## src/rtl/core/olrb_cmd_fifo.sv

```systemverilog
// Two-entry command queue between intake and execution.
module olrb_cmd_fifo #(
    parameter int WIDTH = 16
) (
    input  logic             i_clk,
    input  logic             i_rst_n,
    input  logic             i_push,
    input  logic [WIDTH-1:0] i_data,
    output logic             o_full,
    output logic             o_valid,
    output logic [WIDTH-1:0] o_data,
    input  logic             i_pop
);

    logic [WIDTH-1:0] r_slot [2];
    logic             r_wr_ptr;
    logic             r_rd_ptr;
    logic [1:0]       r_count;
    logic             do_pop;

    assign do_pop  = i_pop & (r_count != 2'd0);
    assign o_full  = (r_count == 2'd2);
    assign o_valid = (r_count != 2'd0);
    assign o_data  = r_slot[r_rd_ptr];

    always_ff @(posedge i_clk) begin
        if (!i_rst_n) begin
            r_wr_ptr <= 1'b0;
            r_rd_ptr <= 1'b0;
            r_count  <= 2'd0;
        end else begin
            if (i_push) begin
                r_wr_ptr <= ~r_wr_ptr;
            end
            if (do_pop) begin
                r_rd_ptr <= ~r_rd_ptr;
            end
            r_count <= r_count + {1'b0, i_push} - {1'b0, do_pop};
        end
    end

    always_ff @(posedge i_clk) begin
        if (i_push) begin
            r_slot[r_wr_ptr] <= i_data;
        end
    end

endmodule

```

## config.mk

```make
export PLATFORM = sky130hd
export DESIGN_NAME = olrb_cmd_fifo
export DESIGN_NICKNAME = d
export VERILOG_FILES = /design/src/rtl/core/olrb_cmd_fifo.sv
export SDC_FILE = /design/constraint.sdc
export NUM_CORES = 1
export LEC_CHECK = 0
export ABC_AREA = 1
export BUFFER_PORTS_ARGS = -buffer_cell sky130_fd_sc_hd__buf_2
export CORE_MARGIN = 10
export CORE_UTILIZATION = 46
export DETAILED_ROUTE_END_ITERATION = 7
export HOLD_SLACK_MARGIN = 0.02
export PLACE_DENSITY = 0.72
export SYNTH_ARGS = -nofsm -noshare
export SYNTH_HDL_FRONTEND = slang
export SYNTH_SLANG_ARGS = --single-unit
```

## constraint.sdc

```tcl
create_clock -name i_clk -period 1.5 [get_ports i_clk]
set_clock_uncertainty 0.15 [all_clocks]
set_input_delay 0.15 -clock i_clk [delete_from_list [all_inputs] [get_ports i_clk]]
set_output_delay 0.15 -clock i_clk [all_outputs]
set_load 0.01 [all_outputs]
```

==> results.cfg <==
[route]
detail_route.wirelength_um = 2955
route.vias.total = 883
starting_drc_count_in_detailed_routing = 68
vias_per_cell = 4.415
antenna_violating_nets_post_route = 0
detail_route.wl_per_cell_um = 14.78
remaining_drc_errors = 0
firstDrtPassIters = 3

[flow_run]
cap_violations = 0

[power_and_ir_drop]
power_switching_mw = 0.7663
leakage_power_total_nw = 0.9220
power_density_nw_per_um2 = 1361
power.share.combinational_pct = 32.6
clock_power_share_pct = 24.0
sequential_share_of_power_pct = 43.4
netSwitchingFraction_pct = 25.94
peakVddDrop_mv = 0.8853
power.internal_mw = 2.188

[floorplanning]
num_io_pins = 38
placement_rows = 20
core-area_um2 = 3028
floorplan.initialDensity_pct = 47.81
fp.dieH_um = 76.10
width_of_the_die_um = 76.10
die-area_um2 = 5791

[synth]
ys_seq_area_share_pct = 73.29
syn_avg_cell_area_um2 = 16.83
synthesis.instances = 86
synth.ff_latch_count = 37
synth_cell_types = 12
synth_net_count = 108
post-synth-top-area-fraction_pct = 66.38
ys.warnings.count = 0
syn_area_um2 = 1448
synth_area_leaders = edfxtp_1 66%, mux2_4 10%, dfxtp_1 6.9%, mux2_2 4.7%, nor2_1 2.6%
synth_largest_area_cell = edfxtp_1

[critical_path]
path_cells = buf_8, mux2_4, buf_6
register_to_register_path_setup_slack_ns = -0.07
timing.reg2reg.worst_path_depth = 10
r2r-end = r_count[1]
timing.critical_path.arrival_ns = 1.33
critical-path-top-delay-family = flip-flops
end_kind = output pin
biggest_cell_delay_along_the_critical_path_ns = 0.42
cp_num_buf_inv = 2
timing_worst_setup_path_type = reg2out
worst_ep_required_time_ns = 1.20
rr_startpoint = r_count[0]
startpoint_type = flip-flop
critical_path.slowest_cell = dfxtp_4
critical_path_peak_fanout = 6

[hold_path]
worst_hold_path_type = in2reg
min_path_cells = 6
holdCritStartpoint = i_pop

[global_route]
grt_pass1_wl_um = 4933
grt_antenna_before_repair = 0
grtUsageTotal_pct = 10.64
first_global_vias = 1028
overflow = 0
grt_start_max_net_pins = 13

[placed_design]
gp_congestion = 0.6475
port_buffers = 37
place_ws_ns = -0.06936
dpl.hpwl_um = 1983

[sta]
timing.final.max_slew_violations = 0
fmax_ghz = 0.6135
ratio_of_final_minimum_period_to_clock_period_pct = 108.7
worst_hold_slack_ns = 0.1911
endpoints_failing_setup = 17
report.final.hold_viol_count = 0
setup_ws_ns = -0.1299
rsz0062_at_grt = true
slew-limit-headroom_pct = 89.58
layout_min_cycle_time_ns = 1.630
worst_slew_pin_slew_ns = 0.1557

[finish]
mostFrequentLayoutCell = edfxtp_1
layout.nets = 177
antenna-diode-count = 0
fillers = 206
flow.area_growth_from_synthesis_pct = 49.96
final_cell_mix = 32 x edfxtp_1, 21 x buf_2, 19 x dlygate4sd3_1
layout-drive-gt1-share_pct = 47.44

[run_status]
failed_checks = negative setup slack
outcome = finished with violations

[clocking]
tritoncts = yes
cts_max_level = 2
insertion_delay_ns = 0.34
clkSinkCount = 37
cts_buffer_depth = 2
clk_pin_slew_ns = 0.11
cts_root_cell = clkbuf_4
cts_inserted_buffers = 5
[power groups by stage]
stage	Combinational (mW)	Sequential [mW]	Clock (mW)
finish	0.962	1.28	0.710
global route	1.07	1.29	0.780
CTS	0.963	1.28	0.732
detailed placement	0.706	1.28	0
global placement	0.675	1.27	0
floorplan	0.488	1.26	0
[cells by family after synthesis]
| group | share of synthesized area, % |
|---|---|
| adder cells (fa/ha/maj) | 1.728 |
| AO/OA/AOI/OAI | 0.3454 |
| AND/OR/NAND/NOR | 5.359 |
| flip-flops | 73.29 |
| buffers and inverters | 4.235 |
| multiplexers | 15.04 |
[worst max path at each step]
stage          slack [ns]  depth (start not counted)    endpoint       start
2_1_floorplan        0.07                          9  r_count[1]  r_count[0]
3_3_place_gp         0.05                          9  r_count[1]  r_count[0]
3_5_place_dp        -0.07                         10  r_count[1]  r_count[0]
4_1_cts             -0.16                          3   o_data[0]   flip-flop
5_1_grt             -0.20                          3   o_data[0]   flip-flop
6_report            -0.13                          3   o_data[1]   flip-flop
[worst register-to-register path, cell delays in order, from the launching register on]
cell	delay, ns
dfxtp_2	0.35
nor2_1	0.05
nor2_1	0.14
ha_1	0.25
inv_1	0.06
ha_1	0.15
inv_1	0.05
nand2_1	0.08
nand3_1	0.08
nand2_1	0.07
nor2_1	0.03
[sequential cells by signal (all words and copies together) (netlist names), named ones only]
register	flops
r_slot	32
r_wr_ptr	1
r_count	2
r_rd_ptr	1
[cell usage after synthesis, drive strengths merged]
cell and n:
a21oi 1, buf 2, dfxtp 5, edfxtp 32, ha 2, inv 8, mux2 16, nand2 8
nand3 2, nor2 10
[repair_timing]
item / 4_1_cts / 5_1_grt
gates resized for setup: 28 / 2
buffers inserted: 1 / 0
hold buffers: 19 / 0
gates cloned: 1 / 0
endpoints found under the hold margin: 37 / 0
pin swaps: 1 / 1
endpoints found under the setup margin: 17 / 18
[area by class of cell]
| type | count | area [um2] | share of cell area, % |
|---|---|---|---|
| Clock buffer | 6 | 51.30 | 2.363 |
| Clock inverter | 2 | 37.54 | 1.729 |
| Multi-Input combinational cell | 39 | 354.1 | 16.31 |
| Sequential cell | 37 | 1067 | 49.16 |
| Inverter | 8 | 30.03 | 1.383 |
| Tap cell | 44 | 55.05 | 2.536 |
| Timing Repair Buffer | 64 | 575.6 | 26.51 |
[stage by stage]
step | util, % | power (mW) | setup TNS [ns] | cells | area [um2]
after floorplan | - | 1.753 | 0 | 86 | 1450
after global placement | 56.69 | 1.947 | 0 | 171 | 1717
after detailed placement | 56.69 | 1.985 | -0.06936 | 171 | 1717
after CTS | 71.53 | 2.974 | -2.371 | 200 | 2166
after global routing | 71.69 | 3.139 | -3.160 | 200 | 2171
final | 71.69 | 2.954 | -1.920 | 200 | 2171
[routing by layer]
layer	part of all wire (%)	GRT usage, %
met3	6.0	4.835
met4	1.7	4.461
met2	52	18.37
met1	40	10.88
met5	0	0
Note: power is estimated with default switching activity, not from simulation.
