[config.mk]
export PLATFORM = sky130hd
export DESIGN_NAME = olrb_back_flat
export DESIGN_NICKNAME = d
export VERILOG_FILES = /design/src/rtl/core/olrb_pkg.sv /design/src/rtl/core/olrb_if.sv /design/src/rtl/core/olrb_back.sv /design/src/flat_wrapper.sv
export SDC_FILE = /design/constraint.sdc
export NUM_CORES = 1
export LEC_CHECK = 0
export BUFFER_PORTS_ARGS = -buffer_cell sky130_fd_sc_hd__buf_2
export CAP_MARGIN = 10
export CORE_MARGIN = 2
export CORE_UTILIZATION = 52
export CTS_CLUSTER_DIAMETER = 30
export CTS_CLUSTER_SIZE = 24
export DETAILED_ROUTE_END_ITERATION = 7
export PLACE_DENSITY_LB_ADDON = 0.12
export SYNTH_ARGS = -nofsm -noshare
export SYNTH_HDL_FRONTEND = slang
export SYNTH_SLANG_ARGS = --single-unit
[constraint.sdc]
create_clock -name i_clk -period 2.6 [get_ports i_clk]
set_input_delay 0.39 -clock i_clk [delete_from_list [all_inputs] [get_ports i_clk]]
set_output_delay 0.39 -clock i_clk [all_outputs]
set_load 0.01 [all_outputs]
[src/rtl/core/olrb_pkg.sv]
// Shared types and constants of the overwriting log ring buffer.
package olrb_pkg;

    localparam int BYTE_W = 8;
    localparam int RUN_W  = 7;

    localparam logic CMD_WRITE = 1'b0;
    localparam logic CMD_READ  = 1'b1;

    typedef struct packed {
        logic              is_read;
        logic [BYTE_W-1:0] data;
        logic [RUN_W-1:0]  run;
    } t_cmd;

    typedef struct packed {
        logic [BYTE_W-1:0] byte_out;
        logic [RUN_W-1:0]  run_length;
        logic              is_last;
        logic              empty_res;
    } t_res;

    typedef enum logic [0:0] {
        BK_IDLE,
        BK_STREAM
    } t_back_state;

endpackage

[src/rtl/core/olrb_if.sv]


interface olrb_out_if import olrb_pkg::*; ();
    logic              valid;
    logic              ready;
    logic [BYTE_W-1:0] byte_out;
    logic [RUN_W-1:0]  run_length;
    logic              is_last;
    logic              empty_res;

    modport source (output valid, output byte_out, output run_length, output is_last,
                    output empty_res, input ready);
    modport sink   (input valid, input byte_out, input run_length, input is_last,
                    input empty_res, output ready);
endinterface

[src/rtl/core/olrb_back.sv]
// Command execution: log store writes and read run streaming with output skid.
module olrb_back import olrb_pkg::*; #(
    parameter int DEPTH = 1024,
    localparam int PW = (DEPTH > 1) ? $clog2(DEPTH) : 1
) (
    input  logic              i_clk,
    input  logic              i_rst_n,
    input  logic              i_q_valid,
    input  t_cmd              i_cmd,
    input  logic [PW-1:0]     i_addr,
    output logic              o_pop,
    output logic              o_wr_en,
    output logic [PW-1:0]     o_wr_addr,
    output logic [BYTE_W-1:0] o_wr_data,
    output logic              o_rd_en,
    output logic [PW-1:0]     o_rd_addr,
    input  logic [BYTE_W-1:0] i_rd_data,
    olrb_out_if.source        o_res
);

    t_back_state      r_state;
    t_back_state      n_state;
    logic [PW-1:0]    r_addr;
    logic [RUN_W-1:0] r_left;
    logic [RUN_W-1:0] r_len;
    logic             r_fl_v;
    logic             r_fl_empty;
    logic             r_fl_last;
    logic [RUN_W-1:0] r_fl_len;
    logic             r_out_v;
    t_res             r_out;
    logic             r_sk_v;
    t_res             r_sk;

    logic             pop_out;
    logic [1:0]       load;
    logic             can_issue;
    logic             issue;
    logic             issue_empty;
    logic             issue_last;
    logic [RUN_W-1:0] issue_len;
    logic             start_run;
    logic             step_run;
    t_res             inc;

    assign pop_out   = r_out_v & o_res.ready;
    assign load      = {1'b0, r_out_v} + {1'b0, r_sk_v} + {1'b0, r_fl_v};
    assign can_issue = ((load - {1'b0, pop_out}) < 2'd2);

    always_comb begin
        n_state = r_state;
        unique case (r_state)
            BK_IDLE: begin
                if (i_q_valid && i_cmd.is_read && (i_cmd.run != '0)) begin
                    n_state = BK_STREAM;
                end
            end
            BK_STREAM: begin
                if (can_issue && (r_left == RUN_W'(1))) begin
                    n_state = BK_IDLE;
                end
            end
            default: n_state = BK_IDLE;
        endcase
    end

    always_comb begin
        o_pop       = 1'b0;
        o_wr_en     = 1'b0;
        o_rd_en     = 1'b0;
        issue       = 1'b0;
        issue_empty = 1'b0;
        issue_last  = 1'b0;
        issue_len   = '0;
        start_run   = 1'b0;
        step_run    = 1'b0;
        unique case (r_state)
            BK_IDLE: begin
                if (i_q_valid) begin
                    if (!i_cmd.is_read) begin
                        o_pop   = 1'b1;
                        o_wr_en = 1'b1;
                    end else if (i_cmd.run == '0) begin
                        if (can_issue) begin
                            o_pop       = 1'b1;
                            issue       = 1'b1;
                            issue_empty = 1'b1;
                            issue_last  = 1'b1;
                        end
                    end else begin
                        o_pop     = 1'b1;
                        start_run = 1'b1;
                    end
                end
            end
            BK_STREAM: begin
                if (can_issue) begin
                    o_rd_en    = 1'b1;
                    issue      = 1'b1;
                    step_run   = 1'b1;
                    issue_len  = r_len;
                    issue_last = (r_left == RUN_W'(1));
                end
            end
            default: ;
        endcase
    end

    assign o_wr_addr = i_addr;
    assign o_wr_data = i_cmd.data;
    assign o_rd_addr = r_addr;

    always_ff @(posedge i_clk) begin
        if (!i_rst_n) begin
            r_state <= BK_IDLE;
        end else begin
            r_state <= n_state;
        end
    end

    always_ff @(posedge i_clk) begin
        if (start_run) begin
            r_addr <= i_addr;
            r_left <= i_cmd.run;
            r_len  <= i_cmd.run;
        end else if (step_run) begin
            r_addr <= (r_addr == PW'(DEPTH - 1)) ? '0 : r_addr + 1'b1;
            r_left <= r_left - 1'b1;
        end
    end

    always_ff @(posedge i_clk) begin
        if (!i_rst_n) begin
            r_fl_v <= 1'b0;
        end else begin
            r_fl_v <= issue;
        end
        r_fl_empty <= issue_empty;
        r_fl_last  <= issue_last;
        r_fl_len   <= issue_len;
    end

    always_comb begin
        inc.byte_out   = r_fl_empty ? '0 : i_rd_data;
        inc.run_length = r_fl_len;
        inc.is_last    = r_fl_last;
        inc.empty_res  = r_fl_empty;
    end

    always_ff @(posedge i_clk) begin
        if (!i_rst_n) begin
            r_out_v <= 1'b0;
            r_sk_v  <= 1'b0;
        end else if (!r_out_v || pop_out) begin
            if (r_sk_v) begin
                r_out_v <= 1'b1;
                r_out   <= r_sk;
                r_sk_v  <= r_fl_v;
                r_sk    <= inc;
            end else begin
                r_out_v <= r_fl_v;
                r_out   <= inc;
            end
        end else if (r_fl_v) begin
            r_sk_v <= 1'b1;
            r_sk   <= inc;
        end
    end

    assign o_res.valid      = r_out_v;
    assign o_res.byte_out   = r_out.byte_out;
    assign o_res.run_length = r_out.run_length;
    assign o_res.is_last    = r_out.is_last;
    assign o_res.empty_res  = r_out.empty_res;

endmodule

[src/flat_wrapper.sv]
// flat-port wrapper written by rule: the top's interface ports become plain ports
module olrb_back_flat import olrb_pkg::*;
#(
    parameter int DEPTH = 1024,
    localparam int PW = (DEPTH > 1) ? $clog2(DEPTH) : 1
)
  (i_clk, i_rst_n, i_q_valid, i_cmd, i_addr, o_pop, o_wr_en, o_wr_addr, o_wr_data, o_rd_en, o_rd_addr, i_rd_data, o_res_valid, o_res_byte_out, o_res_run_length, o_res_is_last, o_res_empty_res, o_res_ready);
  olrb_out_if o_res_i ();
  input  logic i_clk;
  input  logic i_rst_n;
  input  logic i_q_valid;
  input  t_cmd i_cmd;
  input  logic [PW-1:0] i_addr;
  output logic o_pop;
  output logic o_wr_en;
  output logic [PW-1:0] o_wr_addr;
  output logic [BYTE_W-1:0] o_wr_data;
  output logic o_rd_en;
  output logic [PW-1:0] o_rd_addr;
  input  logic [BYTE_W-1:0] i_rd_data;
  output wire logic [$bits(o_res_i.valid)-1:0] o_res_valid;
  output wire logic [$bits(o_res_i.byte_out)-1:0] o_res_byte_out;
  output wire logic [$bits(o_res_i.run_length)-1:0] o_res_run_length;
  output wire logic [$bits(o_res_i.is_last)-1:0] o_res_is_last;
  output wire logic [$bits(o_res_i.empty_res)-1:0] o_res_empty_res;
  input wire logic [$bits(o_res_i.ready)-1:0] o_res_ready;
  assign o_res_valid = o_res_i.valid;
  assign o_res_byte_out = o_res_i.byte_out;
  assign o_res_run_length = o_res_i.run_length;
  assign o_res_is_last = o_res_i.is_last;
  assign o_res_empty_res = o_res_i.empty_res;
  assign o_res_i.ready = o_res_ready;
  olrb_back #(.DEPTH(DEPTH)) u_core (.i_clk(i_clk), .i_rst_n(i_rst_n), .i_q_valid(i_q_valid), .i_cmd(i_cmd), .i_addr(i_addr), .o_pop(o_pop), .o_wr_en(o_wr_en), .o_wr_addr(o_wr_addr), .o_wr_data(o_wr_data), .o_rd_en(o_rd_en), .o_rd_addr(o_rd_addr), .i_rd_data(i_rd_data), .o_res(o_res_i));
endmodule
==> flow_metrics.py <==
metrics = {
    "sta": {
        "holdWs_ns": 0.273,
        "max_slew.worst_pin.slew_ns": 0.770,
        "skew_ns": 0.0120,
        "period_minus_slack_ns": 2.47,
        "slew_headroom_pct": 48.6,
        "slew_viol_final": 0,
        "fin_crit_sh_pct": 95.0,
        "max_freq_mhz": 405,
        "hold_viol": 0,
        "setup_violations": 0,
    },
    "critical_path": {
        "crit_fanout": 4,
        "worst-path-buf-inv": 2,
        "worst_path_max_delay_cell": "dfxtp_1",
        "worstSetupPathType": "flip-flop to primary output",
        "crit_path_max_incr_delay_ns": 0.33,
        "cp.arrival_ns": 2.08,
        "crit_family": "adder cells",
        "cp-end-kind": "primary output",
        "cp_data_required_time_ns": 2.21,
        "worstPathCellList": "and2_1 > ha_1 > inv_1 > ha_1 > a21oi_2 > xnor2_2 > a41oi_1 > buf_2",
        "start_kind": "flip-flop",
        "critPathMostFrequentCell": "ha_1",
    },
    "clock_network": {
        "clockBufferDepth": 2,
        "htreeDepth": 3,
        "cts_setup_buffers": 0,
        "clockRootBuffer": "clkbuf_8",
        "hold_buffers": 0,
        "cts_tree": "done",
        "cts_resized": 0,
        "cts_sinks": 71,
        "clkLatencyLatePin_ns": 0.34,
        "cts_made_buffers": 9,
        "cts.clk_slew.worst_paths_ns": 0.07,
    },
    "floorplanning": {
        "die_x_um": 81.5,
        "start_util_pct": 53.3,
        "core_area_um2": 5850,
        "ios": 87,
        "die_area_um2": 6640,
        "rows": 28,
        "die_y_um": 81.5,
    },
    "drt": {
        "drc": 0,
        "routed_via_density": 4.99,
        "dr.first_iter.drc_count": 67,
        "drt-wirelength-per-cell_um": 13.7,
        "first_pass_iters": 4,
        "routed_wl_mm": 5.15,
        "vias": 1871,
        "ant_nets": 0,
    },
    "global_route": {
        "grt_pass1_vias": 1798,
        "grt_max_degree": 22,
        "antenna_found_initial": 0,
        "track_usage_pct": 17.1,
        "grt_pass1_wl_mm": 8.27,
        "grt_overflow_total": 0,
    },
    "synthesis": {
        "syn_area_um2": 3120,
        "synth_xor_area_share_pct": 3.65,
        "synth_adder_area_share_pct": 2.00,
        "seq_area_frac_synth_pct": 64.2,
        "ys_warn_count": 0,
        "synth_cell_types": 38,
        "syn_nets": 276,
        "syn_avg_cell_area_um2": 13.4,
        "synthSimpleGateAreaFrac_pct": 11.8,
        "synth_compound_area_share_pct": 5.53,
        "synth_top_family_by_area": "simple AND/OR/NAND/NOR gates",
        "ys_ff_latch": 71,
        "synthCells": 233,
        "synthMuxAreaShare_pct": 6.82,
        "dominantRegCellSynth": "edfxtp_1",
        "synth_edf_count": 58,
        "async_reset_ff_share_pct": 0,
    },
    "pwr": {
        "cellPowerDensity_nw_per_um2": 664,
        "peakVddDrop_v": 0.000316,
        "leakage_nw": 1.44,
        "p_total_w": 0.00242,
    },
    "finish": {
        "areaGrowthSynthToFinish_pct": 16.6,
        "layout_common_cells": "70 x buf_2, 58 x edfxtp_1, 20 x nand2_1, 18 x mux2_2, 13 x dfxtp_1",
        "fin_util_pct": 62.2,
        "num-nets-final": 339,
        "drive_above_1_share_pct": 38.0,
        "antenna-diode-count": 0,
        "final_area_um2": 3640,
        "final_common_cell": "buf_2",
        "instances_no_fill": 375,
    },
    "placement": {
        "place.gp.congestion": 0.791,
        "io_buffers": 70,
        "place_area_um2": 3450,
        "placed_cells": 360,
        "hpwlAfterDp_mm": 3.59,
    },
    "run_status": {
        "status": "finished, final reports clean",
    },
    "min_path": {
        "worstHoldPathType": "input port to flip-flop",
    },
    "run": {
        "max-cap-violations": 0,
    },
}
-- report_power, final --
group | internal [W] | switching, W | total [W]
combinational | 0.000117 | 0.000136 | 0.000252
sequential | 0.00131 | 0.0000463 | 0.00136
clock | 0.000430 | 0.000378 | 0.000808
total | 0.00186 | 0.000560 | 0.00242
-- cell type report --
cell class / instances / area (um2)
timing repair buffer: 76 / 395
tap: 75 / 93.8
multi-input combinational: 131 / 945
fill: 484 / 2210
clock inverter: 5 / 50.0
inverter: 7 / 26.3
sequential: 71 / 2000
clock buffer: 10 / 128
-- cells by family after synthesis --
| kind of cell | after synthesis |
|---|---|
| AOI/OAI and AO/OA | 29 |
| muxes | 19 |
| buffers and inverters | 31 |
| DFF | 71 |
| adders and majority gates | 5 |
| and+or+nand+nor | 65 |
| xor gates and xnor gates | 13 |
-- state kept, by name, indices dropped and copies added (netlist names) --
register / flops
u_core.r_sk: 17
u_core.o_rd_addr: 10
u_core.o_res.byte_out: 8
u_core.o_res.run_length: 7
u_core.r_fl_len: 7
u_core.r_left: 7
u_core.r_len: 7
u_core.o_res.empty_res: 1
u_core.o_res.is_last: 1
u_core.o_res.valid: 1
u_core.r_fl_empty: 1
u_core.r_fl_last: 1
u_core.r_fl_v: 1
u_core.r_sk_v: 1
u_core.r_state: 1
-- synthesized netlist by cell type, types with 2 or more instances --
cell type	number	area, um2
edfxtp_1	58	1740
nand2_1	20	75.1
buf_4	18	135
mux2_2	18	203
dfxtp_1	13	260
nor2b_1	12	75.1
o21ai_0	12	60.1
and2_1	8	50.1
inv_1	7	26.3
xor2_1	7	61.3
xnor2_1	6	52.6
ha_1	5	62.6
nor2_1	5	18.8
o21ai_1	5	25.0
buf_2	4	20.0
a21oi_1	3	15.0
nand3_1	3	15.0
nand4_1	3	18.8
a21boi_0	2	15.0
clkbuf_1	2	7.51
nand2b_1	2	12.5
nand3b_1	2	15.0
nor3_1	2	10.0
nor3_2	2	20.0
-- routing by layer --
layer,vias to the layer above,global-route usage [%],wire [um]
met5,-,0,0
met4,0,9.66,111
met3,11,4.29,307
met2,62,27.9,2440
met1,852,20.7,2290
li1,946,-,-
-- worst register-to-register path, delay by kind of cell (launching register included) --
kind / cells / cell delay [ns]
AOI/OAI and AO/OA: 1 / 0.19
xor gates and xnor gates: 1 / 0.12
adders and majority gates: 2 / 0.55
buffers and inverters: 2 / 0.28
DFF: 1 / 0.33
and+or+nand+nor: 3 / 0.43
-- final timing paths --
path	start	to	slack, ns	depth (start not counted)
min reg2reg	u_core.r_fl_len[1]	u_core.r_sk[3]	0.43	0
max	u_core.o_res.valid	o_pop	0.13	8
min	i_cmd[1]	u_core.r_len[1]	0.27	1
max reg2reg	u_core.o_res.valid	u_core.r_left[4]	0.38	9
-- through the flow --
step                      setup slack [ns]  TNS (ns)
after floorplan                      0.169         0
after global placement               0.196         0
after detailed placement             0.184         0
after CTS                           0.0848         0
after global routing              -0.00536  -0.00536
final                                0.130         0
No activity file was read; power rests on OpenSTA's default activity.
