<file path="src/rtl/core/olrb_pkg.sv">
// Shared types and constants of the overwriting log ring buffer.
package olrb_pkg;

    localparam int BYTE_W = 8;
    localparam int RUN_W  = 7;

    localparam logic CMD_WRITE = 1'b0;
    localparam logic CMD_READ  = 1'b1;

    typedef struct packed {
        logic              is_read;
        logic [BYTE_W-1:0] data;
        logic [RUN_W-1:0]  run;
    } t_cmd;

    typedef struct packed {
        logic [BYTE_W-1:0] byte_out;
        logic [RUN_W-1:0]  run_length;
        logic              is_last;
        logic              empty_res;
    } t_res;

    typedef enum logic [0:0] {
        BK_IDLE,
        BK_STREAM
    } t_back_state;

endpackage

</file>
<file path="src/rtl/core/olrb_if.sv">
// Request and result channel interfaces of the overwriting log ring buffer.
interface olrb_in_if import olrb_pkg::*; ();
    logic              valid;
    logic              ready;
    logic              command;
    logic [BYTE_W-1:0] data_byte;
    logic [RUN_W-1:0]  request_count;

    modport source (output valid, output command, output data_byte, output request_count,
                    input ready);
    modport sink   (input valid, input command, input data_byte, input request_count,
                    output ready);
endinterface


</file>
<file path="src/rtl/core/olrb_front.sv">
// Request intake: ring pointer, fill level and read run sizing.
module olrb_front import olrb_pkg::*; #(
    parameter int DEPTH    = 1024,
    parameter int MAX_READ = 64,
    localparam int PW = (DEPTH > 1) ? $clog2(DEPTH) : 1
) (
    input  logic          i_clk,
    input  logic          i_rst_n,
    olrb_in_if.sink       i_req,
    input  logic          i_q_full,
    output logic          o_push,
    output t_cmd          o_cmd,
    output logic [PW-1:0] o_addr
);

    localparam int CW = ((PW > RUN_W) ? PW : RUN_W) + 1;

    logic [PW-1:0]    r_wr_ptr;
    logic [PW-1:0]    n_wr_ptr;
    logic [PW-1:0]    r_held;
    logic [PW-1:0]    n_held;
    logic             accept;
    logic [RUN_W-1:0] run_sat;
    logic [RUN_W-1:0] run;
    logic [CW-1:0]    start_ext;

    assign i_req.ready = !i_q_full;
    assign accept      = i_req.valid & i_req.ready;

    always_comb begin
        run_sat = (i_req.request_count > RUN_W'(MAX_READ)) ? RUN_W'(MAX_READ)
                                                           : i_req.request_count;
        run     = (CW'(run_sat) > CW'(r_held)) ? RUN_W'(r_held) : run_sat;
        start_ext = CW'(r_wr_ptr) - CW'(run);
        if (CW'(r_wr_ptr) < CW'(run)) begin
            start_ext = start_ext + CW'(DEPTH);
        end
    end

    always_comb begin
        n_wr_ptr = (r_wr_ptr == PW'(DEPTH - 1)) ? '0 : r_wr_ptr + 1'b1;
        n_held   = (r_held == PW'(DEPTH - 1)) ? r_held : r_held + 1'b1;
    end

    always_ff @(posedge i_clk) begin
        if (!i_rst_n) begin
            r_wr_ptr <= '0;
            r_held   <= '0;
        end else if (accept && (i_req.command == CMD_WRITE)) begin
            r_wr_ptr <= n_wr_ptr;
            r_held   <= n_held;
        end
    end

    assign o_push        = accept;
    assign o_cmd.is_read = (i_req.command == CMD_READ);
    assign o_cmd.data    = i_req.data_byte;
    assign o_cmd.run     = run;
    assign o_addr        = (i_req.command == CMD_READ) ? start_ext[PW-1:0] : r_wr_ptr;

endmodule

</file>
<file path="src/flat_wrapper.sv">
// flat-port wrapper written by rule: the top's interface ports become plain ports
module olrb_front_flat import olrb_pkg::*;
#(
    parameter int DEPTH    = 1024,
    parameter int MAX_READ = 64,
    localparam int PW = (DEPTH > 1) ? $clog2(DEPTH) : 1
)
  (i_clk, i_rst_n, i_q_full, o_push, o_cmd, o_addr, i_req_valid, i_req_command, i_req_data_byte, i_req_request_count, i_req_ready);
  olrb_in_if i_req_i ();
  input  logic i_clk;
  input  logic i_rst_n;
  input  logic i_q_full;
  output logic o_push;
  output t_cmd o_cmd;
  output logic [PW-1:0] o_addr;
  input wire logic [$bits(i_req_i.valid)-1:0] i_req_valid;
  input wire logic [$bits(i_req_i.command)-1:0] i_req_command;
  input wire logic [$bits(i_req_i.data_byte)-1:0] i_req_data_byte;
  input wire logic [$bits(i_req_i.request_count)-1:0] i_req_request_count;
  output wire logic [$bits(i_req_i.ready)-1:0] i_req_ready;
  assign i_req_i.valid = i_req_valid;
  assign i_req_i.command = i_req_command;
  assign i_req_i.data_byte = i_req_data_byte;
  assign i_req_i.request_count = i_req_request_count;
  assign i_req_ready = i_req_i.ready;
  olrb_front #(.DEPTH(DEPTH), .MAX_READ(MAX_READ)) u_core (.i_clk(i_clk), .i_rst_n(i_rst_n), .i_req(i_req_i), .i_q_full(i_q_full), .o_push(o_push), .o_cmd(o_cmd), .o_addr(o_addr));
endmodule
</file>
<file path="config.mk">
export PLATFORM = sky130hd
export DESIGN_NAME = olrb_front_flat
export DESIGN_NICKNAME = d
export VERILOG_FILES = /design/src/rtl/core/olrb_pkg.sv /design/src/rtl/core/olrb_if.sv /design/src/rtl/core/olrb_front.sv /design/src/flat_wrapper.sv
export SDC_FILE = /design/constraint.sdc
export NUM_CORES = 1
export LEC_CHECK = 0
export ABC_AREA = 1
export BUFFER_PORTS_ARGS = -buffer_cell sky130_fd_sc_hd__buf_2
export CAP_MARGIN = 10
export CORE_MARGIN = 2
export CORE_UTILIZATION = 59
export CTS_CLUSTER_SIZE = 16
export DETAILED_ROUTE_END_ITERATION = 10
export PLACE_DENSITY = 0.87
export RECOVER_POWER = 100
export SYNTH_ARGS = -nofsm -noshare
export SYNTH_HDL_FRONTEND = slang
export SYNTH_SLANG_ARGS = --single-unit
</file>
<file path="constraint.sdc">
create_clock -name i_clk -period 5 [get_ports i_clk]
set_input_delay 0 -clock i_clk [delete_from_list [all_inputs] [get_ports i_clk]]
set_output_delay 0 -clock i_clk [all_outputs]
set_load 0.02 [all_outputs]
</file>
==> flow_metrics.py, run 1 <==
metrics = {
    "run_status": {
        "outcome": "complete, no violations",
    },
    "floorplan": {
        "io-pin-count": 48,
        "die_w_um": 62.5,
        "die_h_um": 62.5,
        "rows": 21,
        "die_area_sq_um": 3900,
        "coreArea_sq_um": 3310,
        "initial_core_util": 0.609,
    },
    "sta": {
        "finalHoldViolations": 0,
        "finalSetupViolCount": 0,
        "fin_setup_tns_ns": 0,
        "period_minus_slack_ns": 3.94,
        "relSlewSlack": 0.569,
        "rsz0062_at_grt": "no",
        "period_share": 0.788,
        "worst_pin_slew_ns": 0.645,
        "skew_ns": 0.00118,
        "hold-worst-slack_ns": 0.00000881,
        "clock.fmax_ghz": 0.254,
        "slew_violations": 0,
    },
    "clock_tree": {
        "ctsResizeCount": 0,
        "cts_setup_buffers": 0,
        "cts_buffers": 3,
        "clockBufferDepth": 2,
        "cts_sinks": 20,
        "htreeDepth": 1,
        "clockRootBuffer": "clkbuf_4",
        "hold_buffers": 0,
        "cts_tree": "yes",
        "clk_latency_ns": 0.29,
        "path_clk_slew_ns": 0.11,
    },
    "final_layout": {
        "finish.utilization": 0.634,
        "diodes": 0,
        "nFillCells": 352,
        "stdcell_count": 401,
        "final_common_cell": "nand2_1",
        "layout_common_cells": "nand2_1 (101), inv_1 (46), nor2_1 (38)",
        "syn_to_final_growth_pct": 4.03,
        "nets": 394,
        "drive_gt1_frac": 0.0761,
    },
    "worst_setup_path": {
        "critPathKind": "flip-flop to primary output",
        "cp_data_required_time_ns": 5.00,
        "arrival_ns": 3.94,
        "crit_fanout": 23,
        "start_kind": "flip-flop",
        "end_kind": "primary output",
    },
    "route": {
        "drt_first_iter_violations": 146,
        "wire_per_inst_um": 11.6,
        "antenna_left": 0,
        "vias_per_cell": 5.21,
        "drc": 0,
        "drtPass1Iterations": 5,
        "dr_total_vias": 2091,
        "wl_um": 4670,
    },
    "yosys": {
        "yosys.area.top_type": "dfxtp_1",
        "syn-cell-area_sq_um": 2020,
        "avgSynthCellArea_sq_um": 5.98,
        "synth_top_family_by_area": "simple AND/OR/NAND/NOR gates",
        "syn-instance-count": 337,
        "synthTopCellsByArea": "dfxtp_1 (20%), nand2_1 (18%), ha_1 (9.9%)",
        "yosysWarnings": 0,
        "yosysSeqAreaShare": 0.199,
        "synth-adder-area-share": 0.109,
        "ys_ff_latch": 20,
        "muxShareOfSynthArea": 0,
        "synth-simple-area-share": 0.404,
        "synth_fp_nets": 374,
        "synth_cell_type_count": 34,
        "synth_compound_area_frac": 0.114,
        "synthXorXnorAreaFrac": 0.0304,
        "synth_top_area_share": 0.199,
    },
    "hold_path": {
        "hp-class": "input port to primary output",
    },
    "power": {
        "vdd_drop_max_mv": 0.118,
        "p_per_area_nw_per_um2": 187,
        "p_leak_nw": 0.999,
        "finalPower_uw": 392,
    },
    "global_route": {
        "use_met3": 0.0216,
        "grt_usage": 0.253,
        "antenna_found_initial": 0,
        "grt_pass1_vias": 1954,
        "grt_max_degree": 24,
        "global_route.overflow_total": 0,
        "grt_pass1_wl_um": 8240,
        "grt.busiest_layer": "met2",
        "grt_use_met2": 0.440,
        "met1_usage": 0.327,
    },
    "place": {
        "place.gp.congestion": 0.910,
        "io_buffers": 31,
        "placed_cells": 398,
        "dp_hpwl_um": 3750,
    },
    "flow_run": {
        "maxCapViolCount": 0,
    },
}
[layer usage]
| metal | routed length (um) | vias up |
|---|---|---|
| li1 | - | 1107 |
| met1 | 2210 | 933 |
| met2 | 2170 | 47 |
| met3 | 243 | 4 |
| met4 | 45 | 0 |
| met5 | 0 | - |
[flip-flops by register name, summed over array words and instances (netlist names)]
name,flops
u_core.r_held,10
u_core.r_wr_ptr,10
[synth_stat cells]
cell type,count
nor4_1,1
nor3_4,1
xnor2_1,2
or2_2,1
nand2_1,99
ha_1,16
xor2_1,5
buf_2,2
a31o_2,1
a21oi_1,15
nand3_1,18
nand3_2,2
inv_1,46
o21bai_1,1
inv_4,1
a211oi_1,1
nor3_2,1
a31oi_1,1
o21ai_1,15
and2_1,1
nor2_4,1
nor2_1,38
nand3b_1,2
buf_4,11
nor3_1,4
nor2_2,2
inv_2,2
nand4_1,10
o21ai_0,10
nand2_4,1
fa_1,1
dfxtp_1,20
nand2_2,2
clkbuf_1,3
[path summary, 6_finish.rpt]
| path | from | end | slack, ns | depth (start not counted) |
|---|---|---|---|---|
| setup / recovery | u_core.r_held[4] | o_addr[8] | 1.06 | 16 |
| hold / removal | i_req_data_byte[1] | o_cmd[8] | 0.000009 | 0 |
| setup reg to reg | u_core.r_held[0] | u_core.r_held[5] | 2.74 | 9 |
| hold reg to reg | u_core.r_held[9] | u_core.r_held[9] | 0.48 | 2 |
[layout make-up]
class | instances | area (sq um) | share of cell area
Multi-Input combinational cell | 252 | 1300 | 0.620
Sequential cell | 20 | 400 | 0.191
Inverter | 49 | 185 | 0.0883
Timing Repair Buffer | 31 | 133 | 0.0632
Tap cell | 46 | 57.6 | 0.0274
Clock buffer | 3 | 22.5 | 0.0107
[power by group]
group | switching [mW] | leakage (nW) | internal, mW
clock | 0.0465 | 0.0138 | 0.0280
sequential | 0.00237 | 0.162 | 0.161
combinational | 0.104 | 0.824 | 0.0503
[cells by family after synthesis]
group / count (synthesis)
adders and majority gates: 17
and+or+nand+nor: 184
AOI/OAI and AO/OA: 44
xor gates and xnor gates: 7
buffers and inverters: 65
DFF: 20
[through the flow]
stage / instance area (sq um) / setup WS (ns)
floorplan: 2020 / 1.88
global placement: 2130 / 1.65
detailed placement: 2130 / 1.53
CTS: 2150 / 1.18
global route: 2100 / 0.677
finish: 2100 / 1.06
[critical path, cell delays in order (launching register included)]
cell and delay [ns]:
dfxtp_1 0.44, inv_1 0.09, ha_1 0.29, nand2_1 0.07, nor2_1 0.16, nand4_1 0.19
nand2_1 0.54, o21ai_0 0.30, fa_1 0.51, o21ai_0 0.40, nand2_1 0.13, nand2_1 0.08
nand2_1 0.04, nand2_1 0.05, nand2_1 0.04, nand2_1 0.07, clkbuf_1 0.22
No activity file was read; power rests on OpenSTA's default activity.
==> inputs of run 2 (changes only) <==
Settings changed: ABC_AREA 1 to 0, CORE_UTILIZATION 59 to 48, PLACE_DENSITY 0.87 to 0.76.
Clock period 5 ns to 3.2 ns, I/O delays scaled along.
==> flow_metrics.py, run 2 <==
metrics = {
    "final_layout": {
        "final_common_cell": "buf_4",
        "finish.utilization": 0.694,
        "nets": 323,
        "reg.largest.list": "u_core.r_held: 10 flops, u_core.r_wr_ptr: 10 flops",
        "diodes": 0,
        "nFillCells": 275,
        "layout_common_cells": "buf_4 (42), buf_2 (21), nor2_1 (16)",
        "drive_gt1_frac": 0.418,
        "syn_to_final_growth_pct": 37.2,
    },
    "sta": {
        "layout_setup_ws_ns": -0.563,
        "period_share": 1.18,
        "rsz0062_at_grt": "yes",
        "slew_violations": 0,
        "period_minus_slack_ns": 3.76,
        "clock.fmax_ghz": 0.266,
        "skew_ns": 0.00909,
        "finalSetupViolCount": 8,
        "relSlewSlack": 0.251,
        "worst_pin_slew_ns": 1.12,
        "finalHoldViolations": 0,
    },
    "power": {
        "switchingPower_uw": 249,
        "swShare": 0.321,
        "combPwrFrac": 0.414,
        "finalPower_uw": 774,
        "p_clk_frac": 0.260,
        "p_per_area_nw_per_um2": 302,
        "p_seq_frac": 0.326,
        "p_leak_nw": 1.07,
        "vdd_drop_max_mv": 0.182,
        "p_int_uw": 525,
    },
    "floorplan": {
        "die_area_sq_um": 4400,
        "io-pin-count": 48,
        "die_h_um": 66.4,
        "coreArea_sq_um": 3690,
        "rows": 22,
        "die_w_um": 66.4,
        "initial_core_util": 0.506,
    },
    "global_route": {
        "antenna_found_initial": 0,
        "grt_max_degree": 19,
        "grt_pass1_vias": 1765,
        "grt_pass1_wl_um": 8000,
        "grt_usage": 0.238,
        "global_route.overflow_total": 0,
    },
    "route": {
        "drtPass1Iterations": 4,
        "dr_total_vias": 1828,
        "vias_per_cell": 5.49,
        "wire_per_inst_um": 15.6,
        "wl_um": 5210,
        "antenna_left": 0,
        "drc": 0,
        "drt_first_iter_violations": 123,
    },
    "clock_tree": {
        "cts_buffers": 3,
        "cts_sinks": 20,
        "clk_latency_ns": 0.27,
        "hold_buffers": 0,
        "clockRootBuffer": "clkbuf_8",
        "cts_tree": "yes",
        "htreeDepth": 1,
        "clockBufferDepth": 2,
        "path_clk_slew_ns": 0.08,
    },
    "yosys": {
        "yosysSeqAreaShare": 0.214,
        "synthTopCellsByArea": "dfxtp_1 (21%), ha_1 (11%), xnor2_1 (6.6%)",
        "synth_most_common_cell": "dfxtp_1",
        "avgSynthCellArea_sq_um": 8.30,
        "yosysWarnings": 0,
        "syn-instance-count": 225,
        "yosys.area.top_type": "dfxtp_1",
        "synth_top_area_share": 0.214,
        "synth-main-ff-cell": "dfxtp_1",
        "synth_cell_type_count": 49,
        "ys_top_cells_by_count": "dfxtp_1 (20), nor2_1 (17), ha_1 (16)",
        "async_flop_share": 0,
        "ys_ff_latch": 20,
        "synth_edf_count": 0,
        "synth_fp_nets": 262,
        "syn-cell-area_sq_um": 1870,
    },
    "worst_setup_path": {
        "crit_fanout": 2,
        "arrival_ns": 3.76,
        "crit_family": "compound AO/OA/AOI/OAI gates",
        "crit_cells": 15,
        "endpoint": "o_addr[6]",
        "critical_path_buf_inv_count": 3,
        "path_cells": "inv_2 > ha_4 > nand4_1 > buf_4 > nor2_2 > o41ai_4 > mux2i_4 > ha_4 > fa_2 > nor2b_1 > o21a_1 > o21a_1 > o2111a_1 > or4_4 > buf_6",
        "cpPeakStageDelay_ns": 0.51,
        "start_kind": "flip-flop",
        "crit_slowest_cell": "or4_4",
        "cp_data_required_time_ns": 3.20,
        "r2r-end": "u_core.r_held[5]",
        "critPathKind": "flip-flop to primary output",
        "rrSetupSlack_ns": 0.88,
        "r2r_cells": 7,
        "r2r-start": "u_core.r_held[4]",
        "end_kind": "primary output",
        "crit_path_start": "u_core.r_held[4]",
    },
    "run_status": {
        "outcome": "finished with violations",
        "violations": "negative setup slack",
    },
    "place": {
        "post-place-ws_ns": -0.319,
        "io_buffers": 31,
        "place.gp.congestion": 0.848,
        "dp_hpwl_um": 3420,
    },
    "flow_run": {
        "maxCapViolCount": 0,
    },
    "hold_path": {
        "hp-class": "input port to primary output",
    },
}
[run 2: cell types whose count changed after synthesis, sizes merged, moves of 9 or more]
cell | previous run | this run
and2 | 1 | 10
inv | 49 | 14
mux2 | 0 | 9
nand2 | 102 | 10
nand3 | 20 | 10
nor2 | 41 | 17
o21ai | 25 | 10
xnor2 | 2 | 14
[run 2: worst min-delay path by stage]
stage          cells after the start     endpoint  slack, ns                from
2_1_floorplan                      1  i_req_ready       0.08            i_q_full
3_3_place_gp                       0    o_cmd[13]     0.0001  i_req_data_byte[6]
3_5_place_dp                       0    o_cmd[13]     0.0001  i_req_data_byte[6]
4_1_cts                            0    o_cmd[13]     0.0001  i_req_data_byte[6]
5_1_grt                            0    o_cmd[14]    0.00003  i_req_data_byte[7]
6_report                           0    o_cmd[12]   0.000008  i_req_data_byte[5]
[run 2: routing by layer]
layer / GRT usage / wire (um) / vias up
li1: - / - / 909
met1: 0.307 / 2410 / 859
met2: 0.404 / 2490 / 47
met3: 0.0290 / 176 / 13
met4: 0.0867 / 138 / 0
met5: 0 / 0 / -
[run 2: layout make-up]
class,instances,area (sq um),share of cell area
clock buffers,4,55.1,0.0215
inverters,14,52.6,0.0205
multi-input cells,175,1490,0.581
flip-flops and latches,20,407,0.159
well taps,48,60.1,0.0234
repair buffers,72,499,0.195
[run 2: stage by stage]
stage / area, sq um / instances / hold slack, ns / setup TNS [ns]
detailed placement: 2290 / 321 / 0.000137 / -1.41
global route: 2560 / 333 / 0.0000293 / -3.69
finish: 2560 / 333 / 0.00000774 / -2.93
floorplan: 1920 / 225 / 0.0766 / -0.279
global placement: 2290 / 321 / 0.000137 / -0.683
CTS: 2500 / 330 / 0.000137 / -1.69
[run 2: cell families after synthesis]
logic type      share of synthesized area
simple gates                        0.259
compound gates                      0.137
buf+inv                            0.0851
flops                               0.214
xor+xnor                           0.0891
mux                                0.0972
fa+ha+maj                           0.118
[run 2: what timing repair did]
action | 4_1_cts | 5_1_grt
setup buffers | 5 | 4
endpoints found under the setup margin | 8 | 8
cloned | 0 | 0
resized for setup | 25 | 17
pin swaps | 18 | 11
[run 2: power by group through the flow]
stage          logic, mW  registers (mW)  clock network (mW)
2_1_floorplan      0.182           0.258                   0
5_1_grt            0.343           0.252               0.213
6_report           0.321           0.252               0.201
3_3_place_gp       0.252           0.258                   0
4_1_cts            0.289           0.252               0.202
3_5_place_dp       0.256           0.258                   0
